<file path="src/hw/rtl/ffba_pkg.sv">
`timescale 1ns / 1ps
// Shared types, constants and handshake bundles of the first-fit block allocator.
package ffba_pkg;

  localparam int HEAP_BYTES_C   = 4096;
  localparam int HEADER_BYTES_C = 8;
  localparam int ALIGN_BYTES_C  = 4;

  localparam logic KIND_ALLOC = 1'b0;
  localparam logic KIND_FREE  = 1'b1;

  typedef struct packed {
    logic        kind;
    logic [11:0] request_size;
    logic [11:0] block_address;
  } in_item_t;

  typedef struct packed {
    logic [11:0] result_address;
    logic        success;
  } out_item_t;

  typedef struct packed {
    logic load;
    logic div_step;
    logic scale;
    logic walk;
    logic out_load;
  } cmd_t;

  typedef struct packed {
    logic walk_done;
  } status_t;

endpackage

</file>
<file path="src/hw/rtl/ffba_ctrl.sv">
`timescale 1ns / 1ps
// Controller state machine that sequences sizing, the header walk and result transfer.
module ffba_ctrl (
  input  logic               clk,
  input  logic               rst_n,
  input  logic               in_valid,
  input  logic               in_kind,
  output logic               in_stall,
  output logic               out_valid,
  input  logic               out_stall,
  input  ffba_pkg::status_t  status,
  output ffba_pkg::cmd_t     cmd
);

  typedef enum logic [2:0] {
    ST_IDLE,
    ST_DIV,
    ST_SCALE,
    ST_WALK,
    ST_RESULT
  } state_t;

  state_t state_r;
  logic   out_valid_r;

  assign in_stall  = (state_r != ST_IDLE);
  assign out_valid = out_valid_r;

  always_comb begin
    cmd          = '0;
    cmd.load     = (state_r == ST_IDLE) && in_valid;
    cmd.div_step = (state_r == ST_DIV);
    cmd.scale    = (state_r == ST_SCALE);
    cmd.walk     = (state_r == ST_WALK);
    cmd.out_load = (state_r == ST_RESULT) && (!out_valid_r || !out_stall);
  end

  always_ff @(posedge clk) begin
    if (!rst_n) begin
      state_r     <= ST_IDLE;
      out_valid_r <= 1'b0;
    end else begin
      if (cmd.out_load) begin
        out_valid_r <= 1'b1;
      end else if (!out_stall) begin
        out_valid_r <= 1'b0;
      end
      unique case (state_r)
        ST_IDLE: begin
          if (in_valid) begin
            state_r <= (in_kind == ffba_pkg::KIND_ALLOC) ? ST_DIV : ST_WALK;
          end
        end
        ST_DIV: begin
          state_r <= ST_SCALE;
        end
        ST_SCALE: begin
          state_r <= ST_WALK;
        end
        ST_WALK: begin
          if (status.walk_done) begin
            state_r <= ST_RESULT;
          end
        end
        ST_RESULT: begin
          if (cmd.out_load) begin
            state_r <= ST_IDLE;
          end
        end
        default: begin
          state_r <= ST_IDLE;
        end
      endcase
    end
  end

endmodule

</file>
<file path="config.mk">
export PLATFORM = sky130hd
export DESIGN_NAME = ffba_ctrl
export DESIGN_NICKNAME = d
export VERILOG_FILES = /design/src/hw/rtl/ffba_pkg.sv /design/src/hw/rtl/ffba_ctrl.sv
export SDC_FILE = /design/constraint.sdc
export NUM_CORES = 1
export LEC_CHECK = 0
export CAP_MARGIN = 20
export CELL_PAD_IN_SITES_DETAIL_PLACEMENT = 1
export CELL_PAD_IN_SITES_GLOBAL_PLACEMENT = 1
export CORE_AREA = 2 2 39 41
export CTS_CLUSTER_SIZE = 12
export DETAILED_ROUTE_END_ITERATION = 8
export DIE_AREA = 0 0 41 43
export DONT_BUFFER_PORTS = 1
export PLACE_DENSITY = 0.46
export SYNTH_ARGS = -nofsm -noshare
export SYNTH_HDL_FRONTEND = slang
export SYNTH_SLANG_ARGS = --single-unit
</file>
<file path="constraint.sdc">
create_clock -name clk -period 1.55 [get_ports clk]
set_clock_uncertainty 0.15 [all_clocks]
set_input_delay 0.465 -clock clk [delete_from_list [all_inputs] [get_ports clk]]
set_output_delay 0.465 -clock clk [all_outputs]
set_load 0.1 [all_outputs]
</file>
# Yosys cells after proc, flatten, opt, wreduce, memory -nomap -nowiden
# Cells that the tools add are included.
word_totals:
  reg_bits: 4
  input_bits: 6
  output_inout_bits: 7
  word_cells: 25
classes:
  n_eq_ne: 8
  n_mux: 7
  reduce_logical: 8
ops:
  columns: ["op", "n"]
  rows:
  - ["one-hot mux 3 bit (5 select lines)", 1]
  - ["two-way mux 3 bit", 3]
  - ["== test 3 x 2 -> 1 bit, second input constant", 2]
  - ["inequality test 2 bit, second input constant", 3]
  - ["== test 3 x 1 -> 1 bit, second input constant", 1]
  - ["== test 3 bit, second input constant", 1]
  - ["logical NOT 3 bit", 1]
  - ["AND reduction 3 bit", 1]
  - ["nonzero test 3 bit", 1]
  - ["logical AND 1 bit", 2]
  - ["logical NOT 1 bit", 2]
  - ["two-way mux 1 bit", 2]
  - ["two-way mux 2 bit", 1]
  - ["inequality test 2 x 1 -> 1 bit, second input constant", 1]
  - ["logical OR 1 bit", 1]

# Depth between registers and ports, before layout
logic_depth:
  ltp_word: 5
  ltp_mapped: 2
  mapped_depth_nobuf: 2

# Worst setup path after synthesis
# OpenSTA, ideal clock, no wires.
synth_timing:
  kind: "register to output"
  startpoint: "reg state_r[1]"
  endpoint: "out cmd[2] in the netlist's numbering"
  arrival_time_ns: 2.648
  required_time_ns: 0.935
  path_slack_ns: -1.713
  stages_incl_launch_ff: 2
  path_buffers: 0
  cell_sequence: "dfxtp_1 > nor3b_1"
synth_rtl:
  columns: ["item", "line_no", "rtl"]
  rows:
  - ["start, declared", "ffba_ctrl.sv:23", "state_t state_r;"]
  - ["start signal, assigned", "ffba_ctrl.sv:51", "state_r <= (in_kind == ffba_pkg::KIND_ALLOC) ? ST_DIV : ST_WALK;"]
  - ["end, declared", "ffba_ctrl.sv:12", "output ffba_pkg::cmd_t cmd"]

==> key figures <==
Run status
  – Outcome: finished, violations left
  – Violated checks: negative setup slack

Worst setup path
  – Startpoint types: flip-flop
  – Critical path class: flip-flop to output port
  – Worst Path Arrival: approximately 1.3 ns
  – Worst setup EP type: output port
  – Crit path max fanout: 4
  – Crit path required time: about 0.93 ns

Yosys
  – Yosys warning total: 0
  – Mapped Area: ~220 sq um
  – Top post-synthesis cells by area: dfxtp_1 37%, nor3b_1 6.9%, o2bb2ai_2 6.9%
  – Fraction of registers with async set/reset: 0%
  – Seq/Total Area, Yosys: about 37%
  – Yosys top cell area share: ~37%
  – EDFF count, synth: 0
  – Synth Instances: 23
  – Most used DFF post-synth: dfxtp_1
  – Syn avg cell area: ~9.5 sq um
  – Syn_nets: 29
  – Top-count cell post-synth: dfxtp_1
  – Top cells by count, synth: 4 x dfxtp_1, 2 x a21oi_1, 2 x nand2b_1, 2 x nor3b_1
  – Flip-flop and latch count after synthesis: 4
  – Synth cell types: 17
  – Yosys top cell by area: dfxtp_1

Global routing
  – Busiest layer in global routing: met2
  – First-pass GRT wire length: 1240 microns
  – Met2 usage: between 15 and 20%
  – Total GRT Usage: between 10% and 20%
  – Global route total overflow: 0
  – Largest net degree at the start of global routing: 5
  – M3 GR Usage: around 2.1%
  – M1 GR Usage: about 12%
  – Vias in the first global route: approximately 280
  – Antenna violations before repair: 0

Floorplanning
  – Site Rows: 14
  – Die Area: between 1500 and 2000 sq um
  – Num ports: 13
  – Initial Utilization: ~16%
  – Die H: approximately 43 microns
  – Die W: ~41 microns
  – Core Area: 1380 sq um

Placement
  – Pre-CTS WS: -0.129 ns
  – Port Buffers: 0
  – Cells after DPL: 52
  – Cell Area, Placed: approximately 450 sq um
  – Gpl congestion: 0.630

Route
  – Vias: 266
  – Drt initial violations: 1
  – Post-route DRC violation count: 0
  – Vias per cell: 4.51
  – Total wire length: between 700 and 800 microns
  – Final ANT Viol Nets: 0
  – Detailed Routing Iterations Pass 1: 2
  – Wire length per cell: roughly 12 microns

Clocking
  – CTS Buf Count: 3
  – Latest clock arrival within the worst-skew pair: about 0.24 ns
  – Clock transition at path regs: roughly 0.040 ns
  – TritonCTS clock tree: built
  – Clock Root Buffer: clkbuf_4
  – Clk sink count: 4
  – Max Root-Sink Buffers: 2
  – Htree depth: 1
  – # hold bufs at CTS: 0

Power
  – Pwr Density: 1020 nW/um^2
  – VDD IR-drop max: 0.422 mV
  – Power Total: between 500 and 600 uW
  – P_leak: roughly 0.21 nW

STA
  – TNS Setup: -1.89 ns
  – Fin. max-slew vios: 0
  – Setup violators final: 6
  – Max_slew headroom: between 80 and 90%
  – Worst hold slack: between 0.15 and 0.2 ns
  – FMAX: about 520 MHz
  – Final hold viol count: 0
  – Tightest Pin Transition: 0.199 ns
  – RSZ-0062 raised after global routing: true
  – Minimum clock period: just under 2 ns
  – Post-route setup slack: -0.375 ns
  – Tcrit/Tclk final: 124%

Finish
  – Area growth syn-to-layout: 141%
  – ANT cells: 0
  – Final instance area: roughly 520 sq um
  – Ratio of cells with drive above 1 in the final layout: about three quarters
  – Final Non-Filler Cells: roughly 60
  – Nets@finish: 50
  – Utilization after layout: 37.9%

Min path
  – Hold WC Path Type: input port to flip-flop

Job
  – Max-Cap Viols: 0
## path summary, 6_finish.rpt
| kind | from | to | slack, ns | cells past startpoint |
|---|---|---|---|---|
| max | state_r[0] | cmd[0] | -0.37 | 3 |
| min | status | state_r[1] | 0.19 | 1 |
| max reg2reg | state_r[2] | state_r[2] | 0.19 | 5 |
| min reg2reg | out_valid | out_valid | 0.35 | 2 |
## cell type report
cell class,instances,area [sq um]
fill,146,860
timing repair buffer,16,206
multi-input combinational,18,180
sequential,4,87.6
clock buffer,4,26.3
tap,16,20.0
inverter,1,3.75
## routing by layer
layer / share of wire, % / vias to the layer above
met5: 0 / -
met4: 3.5 / 0
met3: 6.8 / 4
met2: 56 / 13
met1: 34 / 124
li1: - / 125
## power by group
group	internal, mW	switching [mW]	total (mW)
clock	0.0970	0.0490	0.146
combinational	0.109	0.159	0.268
sequential	0.110	0.00767	0.118
## state kept, by name, summed over array words and instances, names as in the netlist
signal,count
out_valid,1
state_r,3
## what timing repair did
| item | in CTS | in global routing |
|---|---|---|
| hold endpoints to repair | 0 | 0 |
| endpoints found under the setup margin | 6 | 7 |
| buffers inserted | 3 | 0 |
| resized for setup | 5 | 1 |
| pin swaps | 4 | 0 |
## cell usage in the layout (no fill, tap or decap)
cell type  n
dfxtp_4    1
nor3b_4    2
and3b_2    1
buf_6      3
a21boi_2   1
nor2_4     1
buf_12     6
o2bb2ai_2  1
or3_4      1
a311oi_1   1
o21bai_1   1
nand3_1    1
dfxtp_2    3
nand2_1    1
a211oi_1   1
and2_1     1
clkbuf_1   1
buf_4      7
nand2b_1   2
or3b_4     1
inv_1      1
clkbuf_4   3
a21oi_1    1
a21oi_4    1
## critical path: stages (launching register included)
cell and delay, ns:
dfxtp_2 0.33, or3b_4 0.41, a21oi_4 0.14, buf_12 0.19
## kinds of logic (layout without fill, tap and decap cells)
family	Yosys count	count (layout)	share of synthesized area [%]
AOI/OAI and AO/OA	7	7	27.6
and+or+nand+nor	11	11	33.9
buffers and inverters	1	21	1.72
DFF	4	4	36.8
Power figures use the tool's default switching activity.
